--- src/hw/rtl/bsd_pkg.sv ---
`timescale 1ns / 1ps

package bsd_pkg;

	// Default image size limits handed to the top level.
	localparam int DEFAULT_MAX_WIDTH  = 4096;
	localparam int DEFAULT_MAX_HEIGHT = 4096;

	// Header layout and checks.
	localparam logic [15:0] BMP_SIGNATURE  = 16'h4D42;
	localparam logic [15:0] BMP_BPP_24     = 16'd24;
	localparam logic [31:0] BMP_HEADER_LEN = 32'd54;

	// Result kinds.
	localparam logic KIND_PIXEL = 1'b0;
	localparam logic KIND_ERROR = 1'b1;

	// Error codes.
	localparam logic [2:0] ERR_NONE       = 3'd0;
	localparam logic [2:0] ERR_SIGNATURE  = 3'd1;
	localparam logic [2:0] ERR_NOT_24BIT  = 3'd2;
	localparam logic [2:0] ERR_COMPRESSED = 3'd3;
	localparam logic [2:0] ERR_OFFSET     = 3'd4;
	localparam logic [2:0] ERR_SIZE       = 3'd5;

	// One result word, as it leaves the parser and waits in the output stage.
	typedef struct packed {
		logic        kind;
		logic [2:0]  error_code;
		logic [7:0]  red;
		logic [7:0]  green;
		logic [7:0]  blue;
		logic [11:0] column;
		logic [11:0] row_from_top;
		logic [23:0] pixel_index;
		logic        last_pixel;
	} bsd_result_t;

endpackage

--- src/hw/rtl/bmp24_stream_decoder.sv ---
`timescale 1ns / 1ps

// Decoder for uncompressed 24-bit BMP files delivered one byte per input word,
// with s_tuser set on the first byte of each file. It reads the packed file
// and info headers, checks the signature, 24 bits per pixel, no compression,
// a pixel offset of at least 54 and a positive size within MAX_WIDTH by
// MAX_HEIGHT, and sends one error word on the first failed check. Otherwise
// it skips to the pixel offset and sends one pixel word per stored B,G,R
// triple, bottom row first, with the row flipped to count from the top and
// m_tlast on the final pixel; row padding is dropped. The parser is a set of
// counters and compares that updates on each accepted byte, and a two-entry
// output stage keeps s_tready high while one result waits on m_tready.
// Header bytes, skipped bytes and padding give no output; bytes after an
// error or after the image are ignored until the next start of file.

module bmp24_stream_decoder #(
	parameter int MAX_WIDTH  = bsd_pkg::DEFAULT_MAX_WIDTH,
	parameter int MAX_HEIGHT = bsd_pkg::DEFAULT_MAX_HEIGHT
) (
	input  logic        clk,
	input  logic        arst_n,
	input  logic        s_tvalid,
	output logic        s_tready,
	input  logic [7:0]  s_tdata,   // [7:0] data_byte
	input  logic        s_tuser,   // [0] start_of_file
	output logic        m_tvalid,
	input  logic        m_tready,
	// [2:0] error_code, [10:3] red, [18:11] green, [26:19] blue, [38:27] column,
	// [50:39] row_from_top, [74:51] pixel_index, [79:75] zero
	output logic [79:0] m_tdata,
	output logic        m_tuser,   // [0] kind
	output logic        m_tlast    // last_pixel
);
	import bsd_pkg::*;

	logic        step;
	logic        res_valid;
	bsd_result_t res;
	bsd_result_t out_res;

	assign step = s_tvalid && s_tready;

	// Byte parser.
	bsd_parser #(
		.MAX_WIDTH (MAX_WIDTH),
		.MAX_HEIGHT(MAX_HEIGHT)
	) u_parser (
		.clk          (clk),
		.arst_n       (arst_n),
		.step         (step),
		.data_byte    (s_tdata),
		.start_of_file(s_tuser),
		.res_valid    (res_valid),
		.res          (res)
	);

	// Output register with a spare slot.
	bsd_out_skid u_out (
		.clk      (clk),
		.arst_n   (arst_n),
		.in_valid (res_valid),
		.in_data  (res),
		.in_ready (s_tready),
		.out_valid(m_tvalid),
		.out_data (out_res),
		.out_ready(m_tready)
	);

	// Pack the result word onto the stream.
	assign m_tdata = {5'b00000, out_res.pixel_index, out_res.row_from_top, out_res.column,
		out_res.blue, out_res.green, out_res.red, out_res.error_code};
	assign m_tuser = out_res.kind;
	assign m_tlast = out_res.last_pixel;

endmodule

--- src/hw/rtl/bsd_parser.sv ---
`timescale 1ns / 1ps

module bsd_parser #(
	parameter int MAX_WIDTH  = bsd_pkg::DEFAULT_MAX_WIDTH,
	parameter int MAX_HEIGHT = bsd_pkg::DEFAULT_MAX_HEIGHT
) (
	input  logic                clk,
	input  logic                arst_n,
	input  logic                step,
	input  logic [7:0]          data_byte,
	input  logic                start_of_file,
	output logic                res_valid,
	output bsd_pkg::bsd_result_t res
);
	import bsd_pkg::*;

	localparam int COL_W = $clog2(MAX_WIDTH + 1);
	localparam int ROW_W = $clog2(MAX_HEIGHT + 1);

	localparam logic [2:0] PH_IDLE   = 3'd0;
	localparam logic [2:0] PH_HEADER = 3'd1;
	localparam logic [2:0] PH_SKIP   = 3'd2;
	localparam logic [2:0] PH_PIXELS = 3'd3;
	localparam logic [2:0] PH_DONE   = 3'd4;

	// Merge one byte into a little-endian 32-bit field at the given lane.
	function automatic logic [31:0] place_byte(input logic [31:0] word, input logic [7:0] b,
			input logic [1:0] lane);
		place_byte = word | (32'(b) << {lane, 3'b000});
	endfunction

	// A size is bad when zero, negative as a signed word, or beyond its limit.
	function automatic logic size_bad(input logic [31:0] v, input logic [31:0] limit);
		size_bad = (v == 32'd0) || v[31] || (v > limit);
	endfunction

	logic [2:0]       phase_q, phase_e, phase_n;
	logic [31:0]      pos_q, pos_e, pos_n;
	logic [31:0]      offset_q, offset_e, offset_n;
	logic [31:0]      width_q, width_e, width_n;
	logic [31:0]      height_q, height_e, height_n;
	logic [15:0]      check_q, check_e, check_n;
	logic [1:0]       sub_q, sub_e, sub_n;
	logic [COL_W-1:0] col_q, col_e, col_n;
	logic [ROW_W-1:0] row_q, row_e, row_n;
	logic             in_pad_q, in_pad_e, in_pad_n;
	logic [1:0]       pad_cnt_q, pad_cnt_e, pad_cnt_n;
	logic [1:0]       pad_len_q, pad_len_e, pad_len_n;
	logic [15:0]      held_q, held_e, held_n;
	logic [11:0]      top_q, top_n;
	logic [23:0]      row_start_q, row_start_n;

	logic [47:0] start_prod;
	logic [31:0] col_ext;
	logic [1:0]  lane;
	logic [15:0] word29;
	logic        col_last;
	logic        row_last;
	logic        row_end;

	// Index of the first pixel of the first file row (the bottom image row), ready long before pixels arrive.
	assign start_prod = (48'(height_q[23:0]) - 48'd1) * 48'(width_q[23:0]);

	assign col_ext  = 32'(col_e);
	assign lane     = pos_e[1:0] + 2'd2;
	assign word29   = {data_byte, check_e[7:0]};
	assign col_last = (col_ext + 32'd1) == width_e;
	assign row_last = (32'(row_e) + 32'd1) == height_e;

	// A start of file clears the parse state before the byte is handled.
	always_comb begin
		phase_e   = start_of_file ? PH_HEADER : phase_q;
		pos_e     = start_of_file ? 32'd0 : pos_q;
		offset_e  = start_of_file ? 32'd0 : offset_q;
		width_e   = start_of_file ? 32'd0 : width_q;
		height_e  = start_of_file ? 32'd0 : height_q;
		check_e   = start_of_file ? 16'd0 : check_q;
		sub_e     = start_of_file ? 2'd0 : sub_q;
		col_e     = start_of_file ? '0 : col_q;
		row_e     = start_of_file ? '0 : row_q;
		in_pad_e  = start_of_file ? 1'b0 : in_pad_q;
		pad_cnt_e = start_of_file ? 2'd0 : pad_cnt_q;
		pad_len_e = start_of_file ? 2'd0 : pad_len_q;
		held_e    = start_of_file ? 16'd0 : held_q;
	end

	// Per-byte parse: header fields, skip to the pixel offset, then B,G,R triples.
	always_comb begin
		phase_n     = phase_e;
		pos_n       = pos_e;
		offset_n    = offset_e;
		width_n     = width_e;
		height_n    = height_e;
		check_n     = check_e;
		sub_n       = sub_e;
		col_n       = col_e;
		row_n       = row_e;
		in_pad_n    = in_pad_e;
		pad_cnt_n   = pad_cnt_e;
		pad_len_n   = pad_len_e;
		held_n      = held_e;
		top_n       = top_q;
		row_start_n = row_start_q;
		row_end     = 1'b0;
		res_valid   = 1'b0;
		res         = '0;

		unique case (phase_e)
			PH_HEADER: begin
				pos_n = pos_e + 32'd1;
				if (pos_e < 32'd2) begin
					check_n = check_e | (pos_e[0] ? {data_byte, 8'h00} : {8'h00, data_byte});
					if (pos_e == 32'd1 && check_n != BMP_SIGNATURE) begin
						res_valid      = 1'b1;
						res.kind       = KIND_ERROR;
						res.error_code = ERR_SIGNATURE;
						phase_n        = PH_DONE;
					end
				end else if (pos_e >= 32'd10 && pos_e <= 32'd13) begin
					offset_n = place_byte(offset_e, data_byte, lane);
				end else if (pos_e >= 32'd18 && pos_e <= 32'd21) begin
					width_n = place_byte(width_e, data_byte, lane);
				end else if (pos_e >= 32'd22 && pos_e <= 32'd25) begin
					height_n = place_byte(height_e, data_byte, lane);
				end else if (pos_e == 32'd26) begin
					// Width and height are complete; seed the top-row counters.
					top_n       = height_q[11:0] - 12'd1;
					row_start_n = start_prod[23:0];
				end else if (pos_e == 32'd28) begin
					check_n = {8'h00, data_byte};
				end else if (pos_e == 32'd29) begin
					if (word29 != BMP_BPP_24) begin
						res_valid      = 1'b1;
						res.kind       = KIND_ERROR;
						res.error_code = ERR_NOT_24BIT;
						phase_n        = PH_DONE;
					end else begin
						check_n = 16'd0;
					end
				end else if (pos_e >= 32'd30 && pos_e <= 32'd33) begin
					check_n = check_e | {8'h00, data_byte};
					if (pos_e == 32'd33 && check_n != 16'd0) begin
						res_valid      = 1'b1;
						res.kind       = KIND_ERROR;
						res.error_code = ERR_COMPRESSED;
						phase_n        = PH_DONE;
					end
				end else if (pos_e == BMP_HEADER_LEN - 32'd1) begin
					if (offset_e < BMP_HEADER_LEN) begin
						res_valid      = 1'b1;
						res.kind       = KIND_ERROR;
						res.error_code = ERR_OFFSET;
						phase_n        = PH_DONE;
					end else if (size_bad(width_e, 32'(MAX_WIDTH)) ||
							size_bad(height_e, 32'(MAX_HEIGHT))) begin
						res_valid      = 1'b1;
						res.kind       = KIND_ERROR;
						res.error_code = ERR_SIZE;
						phase_n        = PH_DONE;
					end else begin
						pad_len_n = width_e[1:0];
						phase_n   = (offset_e == BMP_HEADER_LEN) ? PH_PIXELS : PH_SKIP;
					end
				end
			end
			PH_SKIP: begin
				if ({1'b0, pos_e} + 33'd1 >= {1'b0, offset_e}) begin
					phase_n = PH_PIXELS;
				end
				pos_n = pos_e + 32'd1;
			end
			PH_PIXELS: begin
				if (!in_pad_e) begin
					case (sub_e)
						2'd0: begin
							held_n = {8'h00, data_byte};
							sub_n  = 2'd1;
						end
						2'd1: begin
							held_n = {data_byte, held_e[7:0]};
							sub_n  = 2'd2;
						end
						default: begin
							res_valid        = 1'b1;
							res.kind         = KIND_PIXEL;
							res.error_code   = ERR_NONE;
							res.red          = data_byte;
							res.green        = held_e[15:8];
							res.blue         = held_e[7:0];
							res.column       = col_ext[11:0];
							res.row_from_top = top_q;
							res.pixel_index  = row_start_q + col_ext[23:0];
							res.last_pixel   = row_last && col_last;
							sub_n            = 2'd0;
							col_n            = col_e + 1'b1;
							if (col_last) begin
								if (pad_len_e == 2'd0) begin
									row_end = 1'b1;
								end else begin
									in_pad_n  = 1'b1;
									pad_cnt_n = 2'd0;
								end
							end
						end
					endcase
				end else begin
					// Padding bytes round the row up to a multiple of four.
					if (pad_cnt_e + 2'd1 == pad_len_e) begin
						row_end = 1'b1;
					end else begin
						pad_cnt_n = pad_cnt_e + 2'd1;
					end
				end

				// Step to the next file row, one row up in the image.
				if (row_end) begin
					sub_n       = 2'd0;
					col_n       = '0;
					in_pad_n    = 1'b0;
					pad_cnt_n   = 2'd0;
					row_n       = row_e + 1'b1;
					top_n       = top_q - 12'd1;
					row_start_n = row_start_q - width_e[23:0];
					if (row_last) begin
						phase_n = PH_DONE;
					end
				end
			end
			default: begin
			end
		endcase

		if (!step) begin
			res_valid = 1'b0;
		end
	end

	// Parse state registers.
	always_ff @(posedge clk or negedge arst_n) begin
		if (!arst_n) begin
			phase_q     <= PH_IDLE;
			pos_q       <= 32'd0;
			offset_q    <= 32'd0;
			width_q     <= 32'd0;
			height_q    <= 32'd0;
			check_q     <= 16'd0;
			sub_q       <= 2'd0;
			col_q       <= '0;
			row_q       <= '0;
			in_pad_q    <= 1'b0;
			pad_cnt_q   <= 2'd0;
			pad_len_q   <= 2'd0;
			held_q      <= 16'd0;
			top_q       <= 12'd0;
			row_start_q <= 24'd0;
		end else if (step) begin
			phase_q     <= phase_n;
			pos_q       <= pos_n;
			offset_q    <= offset_n;
			width_q     <= width_n;
			height_q    <= height_n;
			check_q     <= check_n;
			sub_q       <= sub_n;
			col_q       <= col_n;
			row_q       <= row_n;
			in_pad_q    <= in_pad_n;
			pad_cnt_q   <= pad_cnt_n;
			pad_len_q   <= pad_len_n;
			held_q      <= held_n;
			top_q       <= top_n;
			row_start_q <= row_start_n;
		end
	end

endmodule

--- src/hw/rtl/bsd_out_skid.sv ---
`timescale 1ns / 1ps

module bsd_out_skid (
	input  logic                 clk,
	input  logic                 arst_n,
	input  logic                 in_valid,
	input  bsd_pkg::bsd_result_t in_data,
	output logic                 in_ready,
	output logic                 out_valid,
	output bsd_pkg::bsd_result_t out_data,
	input  logic                 out_ready
);
	import bsd_pkg::*;

	logic        out_valid_q;
	logic        skid_valid_q;
	bsd_result_t out_data_q;
	bsd_result_t skid_data_q;

	// Upstream may send as long as the spare slot is free.
	assign in_ready  = !skid_valid_q;
	assign out_valid = out_valid_q;
	assign out_data  = out_data_q;

	// Control: main slot and spare slot.
	always_ff @(posedge clk or negedge arst_n) begin
		if (!arst_n) begin
			out_valid_q  <= 1'b0;
			skid_valid_q <= 1'b0;
		end else if (in_valid && in_ready) begin
			if (!out_valid_q || out_ready) begin
				out_valid_q <= 1'b1;
			end else begin
				skid_valid_q <= 1'b1;
			end
		end else if (out_ready) begin
			out_valid_q  <= skid_valid_q;
			skid_valid_q <= 1'b0;
		end
	end

	// Payload: no reset needed.
	always_ff @(posedge clk) begin
		if (in_valid && in_ready) begin
			if (!out_valid_q || out_ready) begin
				out_data_q <= in_data;
			end else begin
				skid_data_q <= in_data;
			end
		end else if (out_ready && skid_valid_q) begin
			out_data_q <= skid_data_q;
		end
	end

endmodule

--- config.mk ---
export PLATFORM = sky130hd
export DESIGN_NAME = bmp24_stream_decoder
export DESIGN_NICKNAME = d
export VERILOG_FILES = /design/src/hw/rtl/bsd_pkg.sv /design/src/hw/rtl/bmp24_stream_decoder.sv /design/src/hw/rtl/bsd_parser.sv /design/src/hw/rtl/bsd_out_skid.sv
export SDC_FILE = /design/constraint.sdc
export NUM_CORES = 2
export LEC_CHECK = 0
export BUFFER_PORTS_ARGS = -buffer_cell sky130_fd_sc_hd__buf_2
export CAP_MARGIN = 20
export CORE_ASPECT_RATIO = 1.75
export CORE_MARGIN = 2
export CORE_UTILIZATION = 39
export CTS_BUF_LIST = sky130_fd_sc_hd__clkbuf_4 sky130_fd_sc_hd__clkbuf_8 sky130_fd_sc_hd__clkbuf_16
export CTS_CLUSTER_SIZE = 14
export DETAILED_ROUTE_END_ITERATION = 12
export SKIP_CTS_REPAIR_TIMING = 1
export SLEW_MARGIN = 20
export SYNTH_ARGS = -nofsm -noshare
export SYNTH_HDL_FRONTEND = slang
export SYNTH_HIERARCHICAL = 1
export SYNTH_SLANG_ARGS = --single-unit
--- constraint.sdc ---
create_clock -name clk -period 8.9 [get_ports clk]
set_input_delay 0.445 -clock clk [delete_from_list [all_inputs] [get_ports clk]]
set_output_delay 0.445 -clock clk [all_outputs]
set_load 0.01 [all_outputs]
==> flow_summary.yaml <==
yosys:
  synth_flop_cell: "dfrtp_1"
  synth-xor-area-share_pct: 4.98
  synthArstFlopShare_pct: 60.3
  synth_seq_cells: 388
  syn_area_sq_mm: 0.0318
  synthSimpleGateAreaFrac_pct: 18.7
  ys_seq_area_share_pct: 32.9
  synth_cell_types: 94
  synth_top_cell_area_share_pct: 18.4
  synth_area_leader_cell: "dfrtp_1"
  synthAdderAreaFrac_pct: 20.5
  synthTopCellsByArea: "dfrtp_1 (18%), edfxtp_1 (15%), fa_1 (13%)"
  synth_cells: 3423
  synthTopCellsByCount: "nand2_1 (413), inv_1 (339), dfrtp_1 (234), nor2_1 (227), fa_1 (214)"
  yosys_warnings: 6
  muxShareOfSynthArea_pct: 3.47
  synth_edf_count: 154
  synth_compound_area_share_pct: 12.7
  avgSynthCellArea_sq_um: 9.30
  synth_top_family_by_area: "adder cells"
  synth.most_common_cell: "nand2_1"
global_route:
  antenna_found_initial: 0
  grt_usage_pct: 22.9
  grt_max_degree: 142
  grt_pass1_vias: 26100
  grt_pass1_wl_microns: 149000
  overflow: 0
floorplanning:
  start_util_pct: 39.4
  die-area_sq_mm: 0.0840
  fp.dieH_microns: 382
  row_count: 138
  pin_count: 97
  fp.dieW_microns: 220
  core-area_sq_mm: 0.0808
timing:
  maxSlewViolCount: 0
  fin_setup_tns_ns: 0
  finalHoldViolCount: 0
  max_freq_mhz: 118
  fin_skew_ns: 0.0182
  max-slew-margin-rel_pct: 24.0
  period_share_pct: 94.8
  worst_slack_ns: 0.459
  worst_pin_slew_ns: 1.14
  min_period_ns: 8.44
  setup_violations: 0
drt:
  dr_total_vias: 25000
  wl_microns: 94600
  drt-vias-per-instance: 5.54
  drt_iter0_drc: 1546
  wire_per_inst_microns: 21.0
  drtAntennaViolNets: 0
  first_pass_iters: 5
  drc_errors: 0
critical_path:
  reg2reg_depth: 28
  cp_slowest_cell: "or4_1"
  r2r_end: "u_parser/row_start_q[23]"
  rrSetupSlack_ns: 0.46
  r2r_start: "u_parser/height_q[2]"
  critical_path_arrival_ns: 8.87
  path_delay_family: "adder cells"
  critPathCaptureType: "flip-flop"
  critical_path.max_fanout: 11
  worstPathRequired_ns: 9.33
  crit_type: "reg -> reg"
  cpPeakStageDelay_ns: 0.56
  crit_buf_inv: 4
  worst_setup_path_start_kind: "flip-flop"
  cpMostUsedCell: "fa_1"
finish:
  seqCellArea_sq_mm: 0.0105
  fillers: 8027
  multi_input_area_sq_mm: 0.0193
  area_growth_pct: 9.48
  antennaDiodeCount: 0
  drive_above_1_share_pct: 10.9
  final_net_count: 3838
power_and_ir_drop:
  power_density_mw_per_mm2: 131
  p_leak_nw: 15.8
  vdd.ir_drop.worst_uv: 150
clock_tree:
  clock_insertion_delay_worst_skew_ns: 0.59
  htreeDepth: 2
  root_buffer: "clkbuf_16"
  cts_tree: "done"
  clkTransAtPathRegs_ns: 0.06
  cts_buffer_depth: 3
  cts_buffers: 41
  clock-sinks: 388
placement:
  place.gp.congestion: 0.893
  preCtsSetupSlack_ns: 0.369
  dp_hpwl_microns: 70400
  portBuffers: 91
min_path:
  hold-path-endpoint: "u_out/skid_valid_q"
  hold_depth: 2
  min_path_type: "in -> reg"
  hp-start: "m_tready"
job:
  drv_cap: 0
outcome:
  status: "complete, no violations"
## report_power, final
group	total, W	switching, W	internal (W)
clock	0.00185	0.000768	0.00108
sequential	0.00207	0.0000769	0.00199
combinational	0.000644	0.000440	0.000205
## layout make-up
class / count / area share [%]
well taps: 1050 / 3.77
inverters: 343 / 3.69
flip-flops and latches: 388 / 30.1
repair buffers: 164 / 2.96
multi-input cells: 2494 / 55.4
clock inverters: 19 / 0.736
clock buffers: 57 / 3.40
## worst reg2reg max path: cells and delay by family, from the launching register on
kind,cells,cell delay (ns)
adder cells (fa/ha/maj),7,3.44
XOR/XNOR,10,2.40
flip-flops,1,0.50
multiplexers,1,0.14
AO/OA/AOI/OAI,1,0.07
AND/OR/NAND/NOR,5,1.51
buffers and inverters,4,0.22
## layer usage
metal | up-vias | GRT usage, % | part of all wire [%]
li1 | 11600 | - | -
met4 | 0 | 13.7 | 6.8
met2 | 609 | 42.2 | 53
met1 | 12600 | 25.0 | 37
met3 | 251 | 2.25 | 3.2
met5 | - | 0 | 0
## placed cells by master (no fill, tap or decap), types with 10 or more instances in the layout
cell	instances
nand2_1	412
inv_1	339
dfrtp_1	234
nor2_1	223
fa_1	214
and2_1	184
ha_1	179
o21ai_0	175
edfxtp_1	154
a21oi_1	138
xnor2_1	112
buf_2	89
mux2_2	73
buf_4	72
nand3_1	66
nor2b_1	64
nor3_1	59
xor2_1	50
clkbuf_16	41
nor4_1	40
a22o_1	38
nand2b_1	36
nand4_1	30
a21o_1	30
a31oi_1	27
o21a_1	22
a32o_1	21
and3_1	20
or3_1	19
o31ai_1	19
o21bai_1	16
mux2i_1	15
a211oi_1	12
clkbuf_4	10
a22oi_1	10
## sequential cells by signal (all words and copies together), names as in the netlist, 2 cells and up
name                  flops
u_out/out_data           77
u_out/skid_data_q        77
u_parser/height_q        32
u_parser/offset_q        32
u_parser/pos_q           32
u_parser/width_q         32
u_parser/row_start_q     24
u_parser/check_q         16
u_parser/held_q          16
u_parser/col_q           13
u_parser/row_q           13
u_parser/top_q           12
u_parser/phase_q          3
u_parser/pad_cnt_q        2
u_parser/pad_len_q        2
u_parser/sub_q            2
## stage by stage
step | area (sq um) | std cells | utilization, % | hold WS, ns | total power, W
after floorplan | 31800 | 3427 | - | 0.149 | 0.00248
after global placement | 33400 | 4438 | 41.3 | 0.461 | 0.00274
after CTS | 34800 | 4514 | 43.1 | -0.0769 | 0.00461
after detailed placement | 33400 | 4438 | 41.3 | 0.466 | 0.00275
final | 34800 | 4515 | 43.1 | 0.0755 | 0.00456
after global routing | 34800 | 4515 | 43.1 | 0.0818 | 0.00473
## logic make-up after synthesis
group           count (synthesis)
simple gates                 1216
xor+xnor                      170
compound gates                613
other cells                     1
mux                            97
flops                         388
fa+ha+maj                     393
buf+inv                       545
## worst max-delay path by stage
stage                    startpoint                  endpoint  slack, ns  cells past startpoint
2_1_floorplan  u_parser/height_q[0]  u_parser/row_start_q[23]       0.55                     31
3_3_place_gp   u_parser/height_q[1]  u_parser/row_start_q[23]       0.48                     30
3_5_place_dp   u_parser/height_q[1]  u_parser/row_start_q[23]       0.37                     30
4_1_cts        u_parser/height_q[1]  u_parser/row_start_q[23]       0.34                     30
5_1_grt        u_parser/height_q[2]  u_parser/row_start_q[23]      -0.02                     28
6_report       u_parser/height_q[2]  u_parser/row_start_q[23]       0.46                     28
Power figures use the tool's default switching activity.
